==> src/rtl/core/sld_pkg.sv <==
`timescale 1ns / 1ps

package sld_pkg;

  // counter width, counters saturate at all ones
  localparam int unsigned COUNT_BITS = 32;

  // packet store geometry
  localparam int unsigned STORE_DEPTH = 45;
  localparam int unsigned STORE_AW    = $clog2(STORE_DEPTH);

  // framing constants
  localparam logic [7:0] SYNC_RESET    = 8'hAA;
  localparam logic [7:0] PRIMARY_RESET = 8'h87;
  localparam logic [7:0] SIGNAL_RESET  = 8'h98;
  localparam logic [7:0] PRIMARY_LEN   = 8'd45;
  localparam logic [7:0] SIGNAL_LEN    = 8'd2;
  localparam logic [5:0] CRC_SPAN      = 6'd43;
  localparam logic [5:0] CRC_LO_POS    = 6'd43;
  localparam logic [5:0] SIG_DATA_POS  = 6'd1;
  localparam logic [15:0] CRC_POLY     = 16'h1021;

  // first payload byte of the field readout
  localparam logic [STORE_AW-1:0] FIELD_BASE = STORE_AW'(1);
  localparam logic [3:0] LAST_FIELD = 4'd15;
  localparam logic [3:0] FIRST_HALF_FIELD = 4'd6;
  localparam logic [3:0] FIRST_BYTE_FIELD = 4'd14;

  // result kinds
  localparam logic [1:0] KIND_FIELD  = 2'd0;
  localparam logic [1:0] KIND_SIGNAL = 2'd1;
  localparam logic [1:0] KIND_ERROR  = 2'd2;

  // configuration register indexes
  localparam logic [1:0] CFG_SYNC    = 2'd0;
  localparam logic [1:0] CFG_PRIMARY = 2'd1;
  localparam logic [1:0] CFG_SIGNAL  = 2'd2;

  typedef enum logic [2:0] {
    ST_SYNC1,
    ST_SYNC2,
    ST_LEN,
    ST_DATA,
    ST_VERDICT,
    ST_SHIFT,
    ST_EMIT
  } sld_state_e;

  typedef enum logic [1:0] {
    V_DROP,
    V_ERROR,
    V_SIGNAL,
    V_PRIMARY
  } sld_verdict_e;

  typedef struct packed {
    logic start_pkt;
    logic data_take;
    logic finish;
    logic rd_issue;
    logic shift;
    logic load_field;
    logic load_single;
  } sld_cmd_t;

  typedef struct packed {
    logic         sync_match;
    logic         len_ok;
    logic         last_byte;
    sld_verdict_e verdict;
    logic         field_done;
    logic         last_field;
    logic         out_free;
  } sld_stat_t;

  // crc-16, poly 0x1021, msb first, one byte
  function automatic logic [15:0] crc_byte(input logic [15:0] crc, input logic [7:0] b);
    logic [15:0] c;
    c = crc ^ {b, 8'h00};
    for (int i = 0; i < 8; i++) begin
      c = c[15] ? ({c[14:0], 1'b0} ^ CRC_POLY) : {c[14:0], 1'b0};
    end
    return c;
  endfunction

  // byte count minus one for each payload field
  function automatic logic [1:0] field_nb_last(input logic [3:0] field);
    logic [1:0] n;
    if (field < FIRST_HALF_FIELD) begin
      n = 2'd3;
    end else if (field < FIRST_BYTE_FIELD) begin
      n = 2'd1;
    end else begin
      n = 2'd0;
    end
    return n;
  endfunction

endpackage

==> src/rtl/core/sld_byte_if.sv <==
`timescale 1ns / 1ps

interface sld_byte_if;
  logic       valid;
  logic       ready;
  logic [7:0] in_byte;

  modport source (output valid, output in_byte, input ready);
  modport sink (input valid, input in_byte, output ready);
endinterface

==> src/rtl/core/sld_cfg_if.sv <==
`timescale 1ns / 1ps

interface sld_cfg_if;
  logic       valid;
  logic       ready;
  logic [1:0] index;
  logic [7:0] data;

  modport source (output valid, output index, output data, input ready);
  modport sink (input valid, input index, input data, output ready);
endinterface

==> src/rtl/core/sld_res_if.sv <==
`timescale 1ns / 1ps

interface sld_res_if;
  logic               valid;
  logic               ready;
  logic [1:0]         packet_kind;
  logic [3:0]         field_index;
  logic signed [31:0] field_value;
  logic               last_of_packet;
  logic [31:0]        good_count;
  logic [31:0]        broken_count;
  logic [31:0]        checked_count;

  modport source (output valid, output packet_kind, output field_index, output field_value,
                  output last_of_packet, output good_count, output broken_count,
                  output checked_count, input ready);
  modport sink (input valid, input packet_kind, input field_index, input field_value,
                input last_of_packet, input good_count, input broken_count,
                input checked_count, output ready);
endinterface

==> src/rtl/core/sync_length_crc16_packet_deframer.sv <==
`timescale 1ns / 1ps

// channel  | dir | payload                                  | word accepted when
// ---------+-----+------------------------------------------+--------------------
// in_i     | in  | in_byte                                  | in_i.valid & ready
// cfg_i    | in  | index (0 sync, 1 primary id, 2 sig. id)  | cfg_i.valid & ready
// res_o    | out | kind, index, value, last, three counters | res_o.valid & ready
//
// one input word per cycle while hunting sync and collecting packet bytes
// after the last packet byte: a verdict state, which also loads a signal or error
// word, then for a primary packet the field readout (store reads and field loads)
// input is held off during that readout; output stalls stretch it word for word
// async active-low reset returns to the sync hunt and clears the counters
// the packet store is not cleared; only bytes of the current packet are read

module sync_length_crc16_packet_deframer import sld_pkg::*; (
  input logic       clk_i,
  input logic       rst_ni,
  sld_byte_if.sink  in_i,
  sld_cfg_if.sink   cfg_i,
  sld_res_if.source res_o
);

  sld_cmd_t  cmd;
  sld_stat_t stat;
  logic      in_ready;

  assign in_i.ready = in_ready;

  // framing state machine: hunt, length, collect, verdict, field readout
  sld_ctrl u_ctrl (
    .clk_i      (clk_i),
    .rst_ni     (rst_ni),
    .in_valid_i (in_i.valid),
    .in_ready_o (in_ready),
    .stat_i     (stat),
    .cmd_o      (cmd)
  );

  // store, running crc, counters, field assembly and result register
  sld_dpath u_dpath (
    .clk_i     (clk_i),
    .rst_ni    (rst_ni),
    .in_byte_i (in_i.in_byte),
    .cfg_i     (cfg_i),
    .res_o     (res_o),
    .cmd_i     (cmd),
    .stat_o    (stat)
  );

`ifndef ASSERT_OFF
  // a packet verdict is only taken on an accepted byte
  assert property (@(posedge clk_i) disable iff (!rst_ni)
    cmd.finish |-> (in_i.valid && in_i.ready))
    else $error("verdict taken without an accepted byte");

  // a result word is only loaded when the output register can take it
  assert property (@(posedge clk_i) disable iff (!rst_ni)
    (cmd.load_field || cmd.load_single) |-> stat.out_free)
    else $error("result loaded over a waiting word");

  // no input while a primary packet is still being read out
  assert property (@(posedge clk_i) disable iff (!rst_ni)
    (res_o.valid && !res_o.last_of_packet) |-> !in_i.ready)
    else $error("input taken during field readout");

  // signal and error words close their packet
  assert property (@(posedge clk_i) disable iff (!rst_ni)
    (res_o.valid && res_o.packet_kind != KIND_FIELD) |-> res_o.last_of_packet)
    else $error("single word not marked last");
`endif

endmodule

==> src/rtl/core/sld_store_ram.sv <==
`timescale 1ns / 1ps

module sld_store_ram #(
  parameter int unsigned Depth = 45,
  parameter int unsigned Width = 8,
  localparam int unsigned AddrW = $clog2(Depth)
) (
  input  logic             clk_i,
  input  logic             we_i,
  input  logic [AddrW-1:0] waddr_i,
  input  logic [Width-1:0] wdata_i,
  input  logic             re_i,
  input  logic [AddrW-1:0] raddr_i,
  output logic [Width-1:0] rdata_o
);

  logic [Width-1:0] mem [Depth];
  logic [Width-1:0] rdata_q;

  always_ff @(posedge clk_i) begin
    if (we_i) begin
      mem[waddr_i] <= wdata_i;
    end
  end

  always_ff @(posedge clk_i) begin
    if (re_i) begin
      rdata_q <= mem[raddr_i];
    end
  end

  assign rdata_o = rdata_q;

endmodule

==> src/rtl/core/sld_ctrl.sv <==
`timescale 1ns / 1ps

module sld_ctrl import sld_pkg::*; (
  input  logic      clk_i,
  input  logic      rst_ni,
  input  logic      in_valid_i,
  output logic      in_ready_o,
  input  sld_stat_t stat_i,
  output sld_cmd_t  cmd_o
);

  sld_state_e state_q, state_d;

  always_ff @(posedge clk_i or negedge rst_ni) begin
    if (!rst_ni) begin
      state_q <= ST_SYNC1;
    end else begin
      state_q <= state_d;
    end
  end

  always_comb begin
    state_d    = state_q;
    cmd_o      = '0;
    in_ready_o = 1'b0;
    unique case (state_q)
      ST_SYNC1: begin
        in_ready_o = 1'b1;
        if (in_valid_i) begin
          state_d = stat_i.sync_match ? ST_SYNC2 : ST_SYNC1;
        end
      end
      ST_SYNC2: begin
        in_ready_o = 1'b1;
        if (in_valid_i) begin
          state_d = stat_i.sync_match ? ST_LEN : ST_SYNC1;
        end
      end
      ST_LEN: begin
        in_ready_o = 1'b1;
        if (in_valid_i) begin
          if (stat_i.len_ok) begin
            cmd_o.start_pkt = 1'b1;
            state_d         = ST_DATA;
          end else begin
            state_d = ST_SYNC1;
          end
        end
      end
      ST_DATA: begin
        in_ready_o = 1'b1;
        if (in_valid_i) begin
          cmd_o.data_take = 1'b1;
          if (stat_i.last_byte) begin
            cmd_o.finish = 1'b1;
            state_d      = ST_VERDICT;
          end
        end
      end
      ST_VERDICT: begin
        unique case (stat_i.verdict)
          V_DROP: begin
            state_d = ST_SYNC1;
          end
          V_PRIMARY: begin
            cmd_o.rd_issue = 1'b1;
            state_d        = ST_SHIFT;
          end
          V_ERROR, V_SIGNAL: begin
            if (stat_i.out_free) begin
              cmd_o.load_single = 1'b1;
              state_d           = ST_SYNC1;
            end
          end
          default: state_d = ST_SYNC1;
        endcase
      end
      ST_SHIFT: begin
        cmd_o.shift = 1'b1;
        if (stat_i.field_done) begin
          state_d = ST_EMIT;
        end else begin
          cmd_o.rd_issue = 1'b1;
        end
      end
      ST_EMIT: begin
        if (stat_i.out_free) begin
          cmd_o.load_field = 1'b1;
          if (stat_i.last_field) begin
            state_d = ST_SYNC1;
          end else begin
            cmd_o.rd_issue = 1'b1;
            state_d        = ST_SHIFT;
          end
        end
      end
      default: state_d = ST_SYNC1;
    endcase
  end

endmodule

==> src/rtl/core/sld_dpath.sv <==
`timescale 1ns / 1ps

module sld_dpath import sld_pkg::*; (
  input  logic       clk_i,
  input  logic       rst_ni,
  input  logic [7:0] in_byte_i,
  sld_cfg_if.sink    cfg_i,
  sld_res_if.source  res_o,
  input  sld_cmd_t   cmd_i,
  output sld_stat_t  stat_o
);

  // configuration
  logic [7:0] sync_q, prim_id_q, sig_id_q;

  // receive side
  logic [5:0]  exp_len_q, pos_q;
  logic [15:0] crc_q;
  logic [7:0]  id_q, byte1_q, crc_lo_q;
  logic [15:0] crc_word;

  // verdict and counters
  sld_verdict_e verdict_q, verdict_d;
  logic [COUNT_BITS-1:0] good_q, broken_q, checked_q;

  // readout
  logic [STORE_AW-1:0] rd_addr_q;
  logic [3:0]  field_q;
  logic [1:0]  nb_q;
  logic [31:0] asm_q;
  logic [7:0]  rdata;
  logic signed [31:0] field_val;

  // result register
  logic               out_valid_q;
  logic [1:0]         kind_q;
  logic [3:0]         index_q;
  logic signed [31:0] value_q;
  logic               last_q;
  logic [31:0]        good_out_q, broken_out_q, checked_out_q;

  function automatic logic [COUNT_BITS-1:0] sat_inc(input logic [COUNT_BITS-1:0] v);
    return (&v) ? v : v + COUNT_BITS'(1);
  endfunction

  assign cfg_i.ready = 1'b1;

  always_ff @(posedge clk_i or negedge rst_ni) begin
    if (!rst_ni) begin
      sync_q    <= SYNC_RESET;
      prim_id_q <= PRIMARY_RESET;
      sig_id_q  <= SIGNAL_RESET;
    end else if (cfg_i.valid) begin
      unique case (cfg_i.index)
        CFG_SYNC:    sync_q    <= cfg_i.data;
        CFG_PRIMARY: prim_id_q <= cfg_i.data;
        CFG_SIGNAL:  sig_id_q  <= cfg_i.data;
        default: ;
      endcase
    end
  end

  sld_store_ram #(
    .Depth (STORE_DEPTH),
    .Width (8)
  ) u_store (
    .clk_i   (clk_i),
    .we_i    (cmd_i.data_take),
    .waddr_i (pos_q[STORE_AW-1:0]),
    .wdata_i (in_byte_i),
    .re_i    (cmd_i.rd_issue),
    .raddr_i (rd_addr_q),
    .rdata_o (rdata)
  );

  assign crc_word = {in_byte_i, crc_lo_q};

  always_comb begin
    if (id_q == prim_id_q) begin
      verdict_d = ({2'b00, exp_len_q} == PRIMARY_LEN && crc_word == crc_q) ?
                  V_PRIMARY : V_ERROR;
    end else if (id_q == sig_id_q) begin
      verdict_d = ({2'b00, exp_len_q} == SIGNAL_LEN) ? V_SIGNAL : V_ERROR;
    end else begin
      verdict_d = V_DROP;
    end
  end

  // control side of the receive path and counters
  always_ff @(posedge clk_i or negedge rst_ni) begin
    if (!rst_ni) begin
      exp_len_q <= '0;
      pos_q     <= '0;
      crc_q     <= '0;
      verdict_q <= V_DROP;
      good_q    <= '0;
      broken_q  <= '0;
      checked_q <= '0;
      rd_addr_q <= FIELD_BASE;
      field_q   <= '0;
      nb_q      <= '0;
    end else begin
      if (cmd_i.start_pkt) begin
        exp_len_q <= in_byte_i[5:0];
        pos_q     <= '0;
        crc_q     <= '0;
      end
      if (cmd_i.data_take) begin
        pos_q <= pos_q + 6'd1;
        if (pos_q < CRC_SPAN) begin
          crc_q <= crc_byte(crc_q, in_byte_i);
        end
      end
      if (cmd_i.finish) begin
        verdict_q <= verdict_d;
        rd_addr_q <= FIELD_BASE;
        field_q   <= '0;
        nb_q      <= '0;
        if (verdict_d != V_DROP) begin
          checked_q <= sat_inc(checked_q);
        end
        if (verdict_d == V_PRIMARY || verdict_d == V_SIGNAL) begin
          good_q <= sat_inc(good_q);
        end
        if (verdict_d == V_ERROR) begin
          broken_q <= sat_inc(broken_q);
        end
      end
      if (cmd_i.rd_issue) begin
        rd_addr_q <= rd_addr_q + STORE_AW'(1);
      end
      if (cmd_i.shift) begin
        nb_q <= nb_q + 2'd1;
      end
      if (cmd_i.load_field) begin
        field_q <= field_q + 4'd1;
        nb_q    <= '0;
      end
    end
  end

  // packet bytes kept outside the store
  always_ff @(posedge clk_i) begin
    if (cmd_i.data_take) begin
      if (pos_q == '0) begin
        id_q <= in_byte_i;
      end
      if (pos_q == SIG_DATA_POS) begin
        byte1_q <= in_byte_i;
      end
      if (pos_q == CRC_LO_POS) begin
        crc_lo_q <= in_byte_i;
      end
    end
    if (cmd_i.shift) begin
      asm_q <= {rdata, asm_q[31:8]};
    end
  end

  // little-endian field from the assembly register
  always_comb begin
    unique case (field_nb_last(field_q))
      2'd3:    field_val = asm_q;
      2'd1:    field_val = {{16{asm_q[31]}}, asm_q[31:16]};
      default: field_val = {24'd0, asm_q[31:24]};
    endcase
  end

  always_ff @(posedge clk_i or negedge rst_ni) begin
    if (!rst_ni) begin
      out_valid_q <= 1'b0;
    end else if (cmd_i.load_field || cmd_i.load_single) begin
      out_valid_q <= 1'b1;
    end else if (res_o.ready) begin
      out_valid_q <= 1'b0;
    end
  end

  always_ff @(posedge clk_i) begin
    if (cmd_i.load_field || cmd_i.load_single) begin
      good_out_q    <= 32'(good_q);
      broken_out_q  <= 32'(broken_q);
      checked_out_q <= 32'(checked_q);
    end
    if (cmd_i.load_field) begin
      kind_q  <= KIND_FIELD;
      index_q <= field_q;
      value_q <= field_val;
      last_q  <= (field_q == LAST_FIELD);
    end else if (cmd_i.load_single) begin
      index_q <= '0;
      last_q  <= 1'b1;
      if (verdict_q == V_SIGNAL) begin
        kind_q  <= KIND_SIGNAL;
        value_q <= {24'd0, byte1_q};
      end else begin
        kind_q  <= KIND_ERROR;
        value_q <= '0;
      end
    end
  end

  assign res_o.valid          = out_valid_q;
  assign res_o.packet_kind    = kind_q;
  assign res_o.field_index    = index_q;
  assign res_o.field_value    = value_q;
  assign res_o.last_of_packet = last_q;
  assign res_o.good_count     = good_out_q;
  assign res_o.broken_count   = broken_out_q;
  assign res_o.checked_count  = checked_out_q;

  assign stat_o.sync_match = (in_byte_i == sync_q);
  assign stat_o.len_ok     = (in_byte_i == PRIMARY_LEN) || (in_byte_i == SIGNAL_LEN);
  assign stat_o.last_byte  = ((pos_q + 6'd1) == exp_len_q);
  assign stat_o.verdict    = verdict_q;
  assign stat_o.field_done = (nb_q == field_nb_last(field_q));
  assign stat_o.last_field = (field_q == LAST_FIELD);
  assign stat_o.out_free   = !out_valid_q || res_o.ready;

endmodule
==> src/flat_wrapper.sv <==
// flat-port wrapper written by rule: the top's interface ports become plain ports
module sync_length_crc16_packet_deframer_flat import sld_pkg::*;
  (clk_i, rst_ni, in_i_valid, in_i_in_byte, in_i_ready, cfg_i_valid, cfg_i_index, cfg_i_data, cfg_i_ready, res_o_valid, res_o_packet_kind, res_o_field_index, res_o_field_value, res_o_last_of_packet, res_o_good_count, res_o_broken_count, res_o_checked_count, res_o_ready);
  sld_byte_if in_i_i ();
  sld_cfg_if cfg_i_i ();
  sld_res_if res_o_i ();
  input logic clk_i;
  input logic rst_ni;
  input wire logic [$bits(in_i_i.valid)-1:0] in_i_valid;
  input wire logic [$bits(in_i_i.in_byte)-1:0] in_i_in_byte;
  output wire logic [$bits(in_i_i.ready)-1:0] in_i_ready;
  input wire logic [$bits(cfg_i_i.valid)-1:0] cfg_i_valid;
  input wire logic [$bits(cfg_i_i.index)-1:0] cfg_i_index;
  input wire logic [$bits(cfg_i_i.data)-1:0] cfg_i_data;
  output wire logic [$bits(cfg_i_i.ready)-1:0] cfg_i_ready;
  output wire logic [$bits(res_o_i.valid)-1:0] res_o_valid;
  output wire logic [$bits(res_o_i.packet_kind)-1:0] res_o_packet_kind;
  output wire logic [$bits(res_o_i.field_index)-1:0] res_o_field_index;
  output wire logic [$bits(res_o_i.field_value)-1:0] res_o_field_value;
  output wire logic [$bits(res_o_i.last_of_packet)-1:0] res_o_last_of_packet;
  output wire logic [$bits(res_o_i.good_count)-1:0] res_o_good_count;
  output wire logic [$bits(res_o_i.broken_count)-1:0] res_o_broken_count;
  output wire logic [$bits(res_o_i.checked_count)-1:0] res_o_checked_count;
  input wire logic [$bits(res_o_i.ready)-1:0] res_o_ready;
  assign in_i_i.valid = in_i_valid;
  assign in_i_i.in_byte = in_i_in_byte;
  assign in_i_ready = in_i_i.ready;
  assign cfg_i_i.valid = cfg_i_valid;
  assign cfg_i_i.index = cfg_i_index;
  assign cfg_i_i.data = cfg_i_data;
  assign cfg_i_ready = cfg_i_i.ready;
  assign res_o_valid = res_o_i.valid;
  assign res_o_packet_kind = res_o_i.packet_kind;
  assign res_o_field_index = res_o_i.field_index;
  assign res_o_field_value = res_o_i.field_value;
  assign res_o_last_of_packet = res_o_i.last_of_packet;
  assign res_o_good_count = res_o_i.good_count;
  assign res_o_broken_count = res_o_i.broken_count;
  assign res_o_checked_count = res_o_i.checked_count;
  assign res_o_i.ready = res_o_ready;
  sync_length_crc16_packet_deframer u_core (.clk_i(clk_i), .rst_ni(rst_ni), .in_i(in_i_i), .cfg_i(cfg_i_i), .res_o(res_o_i));
endmodule
==> config.mk <==
export PLATFORM = sky130hd
export DESIGN_NAME = sync_length_crc16_packet_deframer_flat
export DESIGN_NICKNAME = d
export VERILOG_FILES = /design/src/rtl/core/sld_pkg.sv /design/src/rtl/core/sld_byte_if.sv /design/src/rtl/core/sld_cfg_if.sv /design/src/rtl/core/sld_res_if.sv /design/src/rtl/core/sync_length_crc16_packet_deframer.sv /design/src/rtl/core/sld_store_ram.sv /design/src/rtl/core/sld_ctrl.sv /design/src/rtl/core/sld_dpath.sv /design/src/flat_wrapper.sv
export SDC_FILE = /design/constraint.sdc
export NUM_CORES = 1
export LEC_CHECK = 0
export ABC_AREA = 1
export BUFFER_PORTS_ARGS = -buffer_cell sky130_fd_sc_hd__buf_2
export CORE_MARGIN = 1.5
export CORE_UTILIZATION = 38
export DETAILED_ROUTE_END_ITERATION = 12
export PLACE_DENSITY = 0.63
export RECOVER_POWER = 100
export SLEW_MARGIN = 20
export SYNTH_ARGS = -nofsm -noshare
export SYNTH_HDL_FRONTEND = slang
export SYNTH_SLANG_ARGS = --single-unit
==> constraint.sdc <==
create_clock -name clk_i -period 5.1 [get_ports clk_i]
set_clock_uncertainty 0.1 [all_clocks]
set_input_delay 1.02 -clock clk_i [delete_from_list [all_inputs] [get_ports clk_i]]
set_output_delay 1.02 -clock clk_i [all_outputs]
set_load 0.05 [all_outputs]
==> metrics.md, run 1 <==
| Metric | Value |
|---|---|
| Worst hold margin | 0.317 ns |
| FF-to-FF End | u_core.u_dpath.u_store.mem[38][0] |
| Final Setup Violations | 0 |
| 1st-iter DRT viols | 2107 |
| Crit-path slowest cell | clkbuf_1 |
| Peak VDD IR | 185 uV |
| DR pass1 iterations | 5 |
| R2r setup slk | 1.04 ns |
| Largest net degree at the start of global routing | 179 |
| Vias per cell | 5.22 |
| Leakage | 0.0135 uW |
| CP top delay family | buffers and inverters |
| Ys flop type | edfxtp_1 |
| P&R area growth vs syn | 13.0% |
| Outcome | finished with violations |
| Data required, critical path | 5.55 ns |
| CP arrival | 4.51 ns |
| CTS tree | yes |
| Violations in the final reports | max-capacitance violations, max-slew violations |
| Via count | 22100 |
| Fmax | 0.246 GHz |
| Number of routed nets with antenna violations | 0 |
| Mean post-synth cell area | 10.6 sq um |
| Slew @ Worst Pin | 2.74 ns |
| CP startpoint | in_i_in_byte[5] |
| Setup crit end | u_core.u_dpath.pos_q[4] |
| Core area | 0.0821 sq mm |
| HP Class | register to register |
| Count of cell types in the netlist | 48 |
| Number of core rows | 105 |
| Critical Path Fanout Max | 52 |
| Hold Buf Count CTS | 0 |
| Grt ovf | 0 |
| Setup CP Type | primary input to register |
| Drt total wl | 79000 um |
| CP max stage delay | 1.91 ns |
| R2R depth | 9 |
| Multiplexer share of the synthesized area | 0% |
| All-Layer GR Usage | 18.2% |
| Vias in the first global route | 20800 |
| Period utilization | 79.7% |
| CP Depth | 7 |
| # DRC | 0 |
| RSZ-0062 raised after global routing | false |
| Nets@finish | 3146 |
| Final Max Tran Viols | 421 |
| CTS Buf Count | 75 |
| Largest family of logic cells by synthesized area | simple AND/OR/NAND/NOR gates |
| First-pass GRT wire length | 121000 um |
| IO Count | 161 |
| Gpl congestion | 0.888 |
| Fraction of registers with async set/reset | 22.9% |
| Diodes inserted | 0 |
| CTS resizes | 0 |
| Post-synthesis adder-cell area fraction | 0.396% |
| Final setup TNS | 0 ns |
| Number of port buffers | 159 |
| Post-Synth Simple-Gate Area | 18.9% |
| # Post-CTS Setup Buffers | 0 |
| Main area contributors after synthesis | edfxtp_1 (53%), dfrtp_1 (12%), nand2_1 (7.8%) |
| Seq/Total Area, Yosys | 66.3% |
| Fin util | 43.5% |
| Synthesized area | 0.0316 sq mm |
| Die Wd | 291 um |
| Clk slew on worst S/H paths | 0.06 ns |
| Routed len/inst | 18.6 um |
| Clock Tree Buf Depth | 3 |
| Height of the die | 291 um |
| Ys Warns | 0 |
| Worst-skew pair later-pin latency | 0.63 ns |
| Dpl hpwl | 50300 um |
| Total power divided by cell area | 347 mW/mm^2 |
| Complex-gate fraction of the synthesized area | 7.09% |
| R2r startpoint | u_core.u_ctrl.state_q[1] |
| Post-synth EDFFs | 557 |
| Crit-path cells | buf_2 > clkbuf_1 > o21ai_0 > nand4_1 > buf_4 > nand2_1 > o21ai_0 |
| Flop and latch count out of synthesis | 725 |
| Mapped Nets | 3012 |
| Buffers plus inverters on the worst setup path | 3 |
| Xor/xnor share of the synthesized area | 3.41% |
| H-tree levels | 3 |
| Final Hold Viols | 0 |
| Die area | 0.0848 sq mm |
| Worst Setup Start Kind | primary input |
| Starting Density | 38.5% |
| Slew headroom | -82.6% |
| Fin crit period | 4.07 ns |
| Yosys top cell area share | 53.0% |
| Share of cells above drive strength 1 | 6.05% |
| Post-Synthesis Cells | 2979 |
| MaxCap Viol Count | 8 |
| Cell taking the most area after synthesis | edfxtp_1 |
| Initial antenna violation count | 2 |
| Critical Path Sink Type | register |
| CTS Sinks | 725 |
| CTS root buf | clkbuf_16 |
| Most used cell, CP | o21ai_0 |
-- Yosys cell counts, types with 6 or more instances --
library cell	instances
dfrtp_1	154
buf_2	27
edfxtp_1	557
clkbuf_1	84
nand2_1	660
a21oi_1	47
xnor2_1	49
nor2_1	395
o22ai_1	93
ha_1	10
nor3_1	50
nand3_1	211
buf_1	8
dfstp_2	12
nand4_1	69
o21ai_0	226
buf_6	9
o221ai_1	8
o21ai_1	21
xor2_1	72
buf_4	6
inv_1	149
-- sequential cells by signal (all words and copies together) (netlist names), 4 cells and up --
name,count
u_core.u_dpath.checked_q,32
u_core.u_dpath.res_o.good_count,32
u_core.u_dpath.id_q,8
u_core.u_dpath.u_store.mem,360
u_core.u_dpath.sig_id_q,8
u_core.u_dpath.rd_addr_q,6
u_core.u_dpath.res_o.broken_count,32
u_core.u_dpath.pos_q,6
u_core.u_dpath.prim_id_q,8
u_core.u_dpath.exp_len_q,6
u_core.u_dpath.res_o.field_index,4
u_core.u_dpath.good_q,32
u_core.u_dpath.res_o.field_value,32
u_core.u_dpath.broken_q,32
u_core.u_dpath.asm_q,32
u_core.u_dpath.field_q,4
u_core.u_dpath.byte1_q,8
u_core.u_dpath.u_store.rdata_o,8
u_core.u_dpath.crc_q,16
u_core.u_dpath.res_o.checked_count,32
u_core.u_dpath.sync_q,8
u_core.u_dpath.crc_lo_q,8
-- final cells by class --
cell class	count	area, sq um
clock buffers	93	2020
clock inverters	44	559
fillers	7659	46400
inverters	157	593
multi-input cells	1963	9430
flip-flops and latches	725	20900
well taps	1070	1340
repair buffers	191	816
-- power breakdown --
| part | total [uW] | leakage [uW] | switching, uW | internal (uW) |
|---|---|---|---|---|
| logic | 257 | 0.00497 | 194 | 63.0 |
| registers | 6430 | 0.00725 | 32.2 | 6390 |
| clock network | 5700 | 0.00124 | 2310 | 3390 |
-- metrics by stage --
step	instances	total power, uW	setup slack (ns)	instance area, sq um
floorplan	2979	6650	0.617	31600
global placement	4106	6800	1.33	33400
detailed placement	4106	6810	1.29	33400
CTS	4243	12500	1.72	36000
global route	4243	12800	0.785	35700
finish	4243	12400	1.03	35700
-- layout by cell type, fill, tap and decap left out, types with 3 or more instances in the layout --
cell type | Yosys | final
nand2_1 | 660 | 659
edfxtp_1 | 557 | 557
nor2_1 | 395 | 396
o21ai_0 | 226 | 229
nand3_1 | 211 | 211
clkbuf_1 | 84 | 168
dfrtp_1 | 154 | 153
inv_1 | 149 | 149
o22ai_1 | 93 | 93
clkbuf_16 | 0 | 76
xor2_1 | 72 | 72
nand4_1 | 69 | 69
nor3_1 | 50 | 51
xnor2_1 | 49 | 49
a21oi_1 | 47 | 47
o21ai_1 | 21 | 17
buf_4 | 6 | 16
buf_2 | 27 | 15
clkinv_2 | 0 | 14
clkinv_1 | 3 | 11
bufinv_16 | 0 | 11
dfstp_2 | 12 | 11
ha_1 | 10 | 10
o221ai_1 | 8 | 8
nand2_2 | 5 | 6
clkinvlp_4 | 0 | 6
o211ai_1 | 5 | 5
nor4_1 | 5 | 5
clkbuf_8 | 0 | 5
a21boi_0 | 4 | 4
nand3b_1 | 4 | 4
inv_2 | 5 | 3
nor2_2 | 3 | 3
o21bai_1 | 3 | 3
and3_1 | 3 | 3
clkbuf_2 | 0 | 3
-- metal layers --
metal  wire length, um  vias up  track usage, %
met1             34500    10700            24.5
li1                  -    10600               -
met3              5190      113            3.51
met5                 9        -               0
met2             37200      713            29.3
met4              2070        2            6.28
-- cells by family (layout without fill, tap and decap cells) --
| family | Yosys count | count (layout) |
|---|---|---|
| and+or+nand+nor | 1420 | 1420 |
| DFF | 725 | 725 |
| AOI/OAI and AO/OA | 410 | 410 |
| buffers and inverters | 291 | 485 |
| xor gates and xnor gates | 122 | 122 |
| adders and majority gates | 10 | 10 |
| other | 1 | 1 |
-- how the worst min path moves through the flow --
stage,cells after the start,start,to
after floorplan,0,u_core.u_dpath.u_store.rdata_o[0],u_core.u_dpath.asm_q[24]
after global placement,0,u_core.u_dpath.u_store.rdata_o[0],u_core.u_dpath.asm_q[24]
after detailed placement,0,u_core.u_dpath.u_store.rdata_o[4],u_core.u_dpath.asm_q[28]
after CTS,0,u_core.u_dpath.u_store.rdata_o[4],u_core.u_dpath.asm_q[28]
after global routing,0,u_core.u_dpath.u_store.rdata_o[4],u_core.u_dpath.asm_q[28]
final,0,u_core.u_dpath.u_store.rdata_o[4],u_core.u_dpath.asm_q[28]
(Power assumes the default switching activity.)
==> run 2: changes to the inputs <==
- clock period: 5.1 -> 3.8 ns (I/O delays scaled with it)
==> metrics.md, run 2 (synthesized netlist as in run 1, its figures left out) <==
| Metric | Value |
|---|---|
| Hold Path Depth | 3 (+3) |
| FF-to-FF End | u_core.u_dpath.u_store.mem[13][5] |
| # Post-CTS Setup Buffers | 0 (unchanged) |
| Largest net degree at the start of global routing | 172 (-3.9%) |
| Height of the die | 291 um (unchanged) |
| Hold_sp | cfg_i_data[4] |
| Vias in the first global route | 21400 (+2.7%) |
| Peak VDD IR | 316 uV (+71%) |
| Final Hold Viols | 0 (unchanged) |
| Clk slew on worst S/H paths | 0.06 ns (about the same) |
| Number of core rows | 105 (unchanged) |
| 1st-iter DRT viols | 1953 (-7.3%) |
| H-tree levels | 3 (unchanged) |
| Nets@finish | 3200 (+1.7%) |
| Slew @ Worst Pin | 2.76 ns (+0.0233 ns) |
| Setup CP Type | register to register |
| Setup crit end | u_core.u_dpath.u_store.mem[13][5] |
| Total power divided by cell area | 462 mW/mm^2 (+33%) |
| Data required, critical path | 3.97 ns (-1.58 ns) |
| Die area | 0.0848 sq mm (unchanged) |
| All-Layer GR Usage | 18.6% (+0.46 points) |
| Worst Setup Start Kind | register |
| Final Setup Violations | 0 (unchanged) |
| CTS Sinks | 725 (unchanged) |
| Dpl hpwl | 50800 um (+0.86%) |
| Critical Path Fanout Max | 10 (-81%) |
| Drt total wl | 79600 um (+0.78%) |
| Initial antenna violation count | 1 (-1) |
| # DRC | 0 (unchanged) |
| CTS root buf | clkbuf_16 |
| Design area | 0.0360 sq mm (+0.79%) |
| CP arrival | 3.52 ns (-0.99 ns) |
| Share of cells above drive strength 1 | 6.01% (-0.043 points) |
| Final setup TNS | 0 ns (unchanged) |
| Tot Pwr | 16600 uW (+34%) |
| Fmax | 0.299 GHz |
| CP startpoint | u_core.u_ctrl.state_q[1] |
| CTS resizes | 0 (unchanged) |
| MaxCap Viol Count | 9 (+1) |
| Via count | 22300 (+0.57%) |
| IO Count | 161 (unchanged) |
| First-pass GRT wire length | 124000 um (+2.5%) |
| R2r startpoint | u_core.u_ctrl.state_q[1] |
| Number of port buffers | 159 (unchanged) |
| Most common cell after layout, fill and taps aside | nand2_1 |
| Largest reg by FF count | u_core.u_dpath.u_store.mem |
| R2R depth | 8 (-1) |
| Period utilization | 88.1% |
| Worst-skew pair later-pin latency | 0.64 ns (about the same) |
| Core area | 0.0821 sq mm (unchanged) |
| Die Wd | 291 um (unchanged) |
| CTS Buf Count | 75 (unchanged) |
| Leading cell types in the layout, fill and taps excluded | nand2_1 (662), edfxtp_1 (557), nor2_1 (397), o21ai_0 (229), nand3_1 (211) |
| Vias per cell | 5.18 (-0.74%) |
| DR pass1 iterations | 5 (unchanged) |
| R2r setup slk | 0.45 ns (-0.59 ns) |
| Grt ovf | 0 (unchanged) |
| Violations in the final reports | max-capacitance violations, max-slew violations |
| Max FFs per register | 360 (unchanged) |
| P&R area growth vs syn | 13.9% |
| RSZ-0062 raised after global routing | false |
| Post-DP Area | 0.0338 sq mm (+1.4%) |
| Clock Tree Buf Depth | 3 (unchanged) |
| Routed len/inst | 18.5 um (-0.54%) |
| CTS tree | yes |
| Diodes inserted | 0 (unchanged) |
| Leakage | 0.0136 uW (+1.1%) |
| Final Max Tran Viols | 428 (+1.7%) |
| Slew headroom | -84.2% (-1.6 points) |
| Worst hold margin | 0.337 ns (+0.0195 ns) |
| Starting Density | 38.5% (unchanged) |
| Number of routed nets with antenna violations | 0 (unchanged) |
| Critical Path Sink Type | register |
| Fin crit period | 3.35 ns |
| HP Class | primary input to register |
| Hold Buf Count CTS | 0 (unchanged) |
| Outcome | finished with violations |
| Gpl congestion | 0.901 (+1.4%) |
[run 2: cell count changes in the layout (fill, tap and decap cells not counted), moves of 3 or more]
cell / change
clkinv_2: -6
clkbuf_8: -3
clkinv_1: +8
nand2_1: +3
nand2_2: -3
buf_4: +14
buf_2: -4
clkbuf_1: +41
[run 2: worst min-delay path by stage]
stage	endpoint	slack, ns
after CTS	u_core.u_dpath.checked_q[7]	0.04
after global placement	u_core.u_dpath.asm_q[7]	0.34
after detailed placement	u_core.u_dpath.asm_q[6]	0.35
after global routing	u_core.u_dpath.sig_id_q[4]	0.35
after floorplan	u_core.u_dpath.asm_q[24]	0.30
final	u_core.u_dpath.sig_id_q[4]	0.34
[run 2: area by class of cell]
class,instances,area [sq um]
fill,7765,46100
sequential,725,20900
clock buffer,91,1960
inverter,157,597
clock inverter,48,633
multi-input combinational,1963,9400
timing repair buffer,245,1110
tap,1070,1340
[run 2: where the power goes]
group	internal, uW	leakage, uW	switching, uW
Combinational	84.3	0.00513	257
Sequential	8580	0.00725	45.2
Clock	4480	0.00124	3170
Total	13200	0.0136	3470
[run 2: layer usage]
metal  global-route usage, %  wire (um)
met1                    25.3      34600
met5                       0          0
met4                    6.81       2450
met2                    30.2      37400
met3                    3.07       5150
[run 2: stage by stage]
step / util, % / setup slack (ns) / instances
floorplan: - / 0.217 / 2979
global placement: 41.2 / 0.892 / 4160
detailed placement: 41.2 / 0.904 / 4160
CTS: 44.4 / 0.866 / 4299
global route: 43.8 / 0.266 / 4299
finish: 43.8 / 0.451 / 4299
[run 2: critical path: stages, from the launching register on]
cell and delay (ns):
dfrtp_1 0.41, inv_1 0.08, nor3_1 0.43, clkinv_1 0.24
nor2_1 0.17, buf_4 0.21, nand4_1 0.55, nor2_1 0.32
clkbuf_1 0.47
==> run 3: changes to the inputs <==
- PLACE_DENSITY: 0.63 -> 0.65
==> metrics.md, run 3 (synthesized netlist as in run 1, its figures left out) <==
| Metric | Value |
|---|---|
| P&R area growth vs syn | 14.1% |
| Non-filler cells, final | 4299 (unchanged) |
| Worst Setup Start Kind | register |
| Critical Path Sink Type | register |
| GR Layer Usage met2 | 29.9% (-0.29 points) |
| Via count | 22400 (+0.55%) |
| Height of the die | 291 um (unchanged) |
| Data required, critical path | 3.94 ns (-0.03 ns) |
| Max FFs per register | 360 (unchanged) |
| H-tree levels | 3 (unchanged) |
| Multi-input gate area | 0.00942 sq mm (+0.23%) |
| Clk slew on worst S/H paths | 0.06 ns (about the same) |
| Design area | 0.0360 sq mm (+0.17%) |
| Slew headroom | -58.1% (+26 points) |
| Outcome | finished with violations |
| Fin util | 43.9% (+0.075 points) |
| Clock Tree Buf Depth | 3 (unchanged) |
| CP arrival | 3.54 ns (+0.02 ns) |
| RSZ-0062 raised after global routing | false |
| Worst-skew pair later-pin latency | 0.63 ns (about the same) |
| Period utilization | 89.5% (+1.4 points) |
| All-Layer GR Usage | 18.6% (-0.056 points) |
| Number of routed nets with antenna violations | 0 (unchanged) |
| Dpl hpwl | 51100 um (+0.68%) |
| Final Max Tran Viols | 352 (-18%) |
| Global routing's busiest layer | met2 |
| CTS Sinks | 725 (unchanged) |
| Fin crit period | 3.40 ns (+0.0517 ns) |
| Core area | 0.0821 sq mm (unchanged) |
| Most common cell after layout, fill and taps aside | nand2_1 |
| Drt total wl | 79500 um (about the same) |
| Routed len/inst | 18.5 um (about the same) |
| Post-DP Area | 0.0338 sq mm (about the same) |
| Largest net degree at the start of global routing | 179 (+4.1%) |
| Final setup TNS | 0 ns (unchanged) |
| Nets@finish | 3201 (+0.031%) |
| Share of cells above drive strength 1 | 6.63% (+0.62 points) |
| Hold Buf Count CTS | 0 (unchanged) |
| # DRC | 0 (unchanged) |
| # Post-CTS Setup Buffers | 0 (unchanged) |
| Number of core rows | 105 (unchanged) |
| Starting Density | 38.5% (unchanged) |
| Initial antenna violation count | 2 (+1) |
| Slew @ Worst Pin | 2.37 ns (-0.391 ns) |
| Grt ovf | 0 (unchanged) |
| Register area | 0.0209 sq mm (about the same) |
| Pre-CTS setup slack | 0.468 ns (-0.437 ns) |
| Number of port buffers | 159 (unchanged) |
| Grt met3 use | 2.78% (-0.29 points) |
| Leakage | 0.0137 uW (+0.63%) |
| CTS root buf | clkbuf_16 |
| Die area | 0.0848 sq mm (unchanged) |
| Final Setup Violations | 0 (unchanged) |
| Vias in the first global route | 21300 (-0.26%) |
| MaxCap Viol Count | 7 (-2) |
| Die Wd | 291 um (unchanged) |
| Setup CP Type | register to register |
| Gpl congestion | 0.906 (+0.58%) |
| First-pass GRT wire length | 124000 um (+0.12%) |
| Diodes inserted | 0 (unchanged) |
| DR pass1 iterations | 5 (unchanged) |
| Total power divided by cell area | 460 mW/mm^2 (-0.47%) |
| HP Class | register to register |
| Violations in the final reports | max-capacitance violations, max-slew violations |
| Vias per cell | 5.21 (+0.55%) |
| Leading cell types in the layout, fill and taps excluded | nand2_1 (659), edfxtp_1 (557), nor2_1 (397), o21ai_0 (230), nand3_1 (211) |
| CTS Buf Count | 76 (+1.3%) |
| IO Count | 161 (unchanged) |
| 1st-iter DRT viols | 2120 (+8.6%) |
| Filler cells | 7711 (-0.70%) |
| Final Hold Viols | 0 (unchanged) |
| CTS tree | yes |
| Fmax | 0.294 GHz (-1.5%) |
| CTS resizes | 0 (unchanged) |
| Peak VDD IR | 245 uV (-22%) |
| Critical Path Fanout Max | 10 (unchanged) |
| Largest reg by FF count | u_core.u_dpath.u_store.mem |
| # placed instances | 4160 (unchanged) |
| M1 GR Usage | 26.1% (+0.79 points) |
| Setup slack after layout | 0.399 ns (-0.0517 ns) |
-- run 3: cell types whose count changed in the layout (fill, tap and decap cells not counted), sizes merged --
cell	before	now
buf	45	58
clkbuf	291	279
clkinv	33	39
clkinvlp	4	1
inv	157	154
bufinv	11	10
-- run 3: area by class of cell --
class / count / area share, %
sequential: 725 / 58.1
multi-input combinational: 1963 / 26.1
timing repair buffer: 245 / 3.24
clock buffer: 92 / 5.62
tap: 1070 / 3.72
clock inverter: 47 / 1.52
inverter: 157 / 1.65
-- run 3: per-layer routing --
metal	share of wire (%)	up-vias
li1	-	10700
met1	44	10800
met2	47	742
met3	6.7	95
met4	2.0	2
met5	0.014	-
-- run 3: stage by stage --
step	hold WS (ns)	power, uW
2_1_floorplan	0.300	8930
3_3_place_gp	0.302	9120
3_5_place_dp	0.305	9130
4_1_cts	0.0795	16700
5_1_grt	0.324	17100
6_report	0.317	16600
-- run 3: critical path: stages, from the launching register on --
cell	delay, ns
dfrtp_1	0.40
inv_1	0.08
nor3_1	0.44
clkinv_1	0.24
nor2_1	0.17
buf_4	0.21
nand4_1	0.55
nor2_1	0.25
clkbuf_1	0.57
-- run 3: report_power, final --
group	switching [uW]	leakage, uW	internal [uW]	total (uW)
logic	252	0.00520	85.3	337
registers	43.3	0.00725	8580	8620
clock network	3110	0.00125	4500	7610
-- run 3: worst paths after layout --
check	start	to	cells after the start	slack [ns]
max reg2reg	u_core.u_ctrl.state_q[1]	u_core.u_dpath.u_store.mem[41][5]	8	0.40
min	u_core.u_dpath.u_store.rdata_o[7]	u_core.u_dpath.asm_q[31]	0	0.32
max	u_core.u_ctrl.state_q[1]	u_core.u_dpath.u_store.mem[41][5]	8	0.40
min in group asynchronous	rst_ni	u_core.u_dpath.rd_addr_q[4]	1	0.63
max in group asynchronous	rst_ni	u_core.u_dpath.crc_q[5]	2	1.08
min reg2reg	u_core.u_dpath.u_store.rdata_o[7]	u_core.u_dpath.asm_q[31]	0	0.32
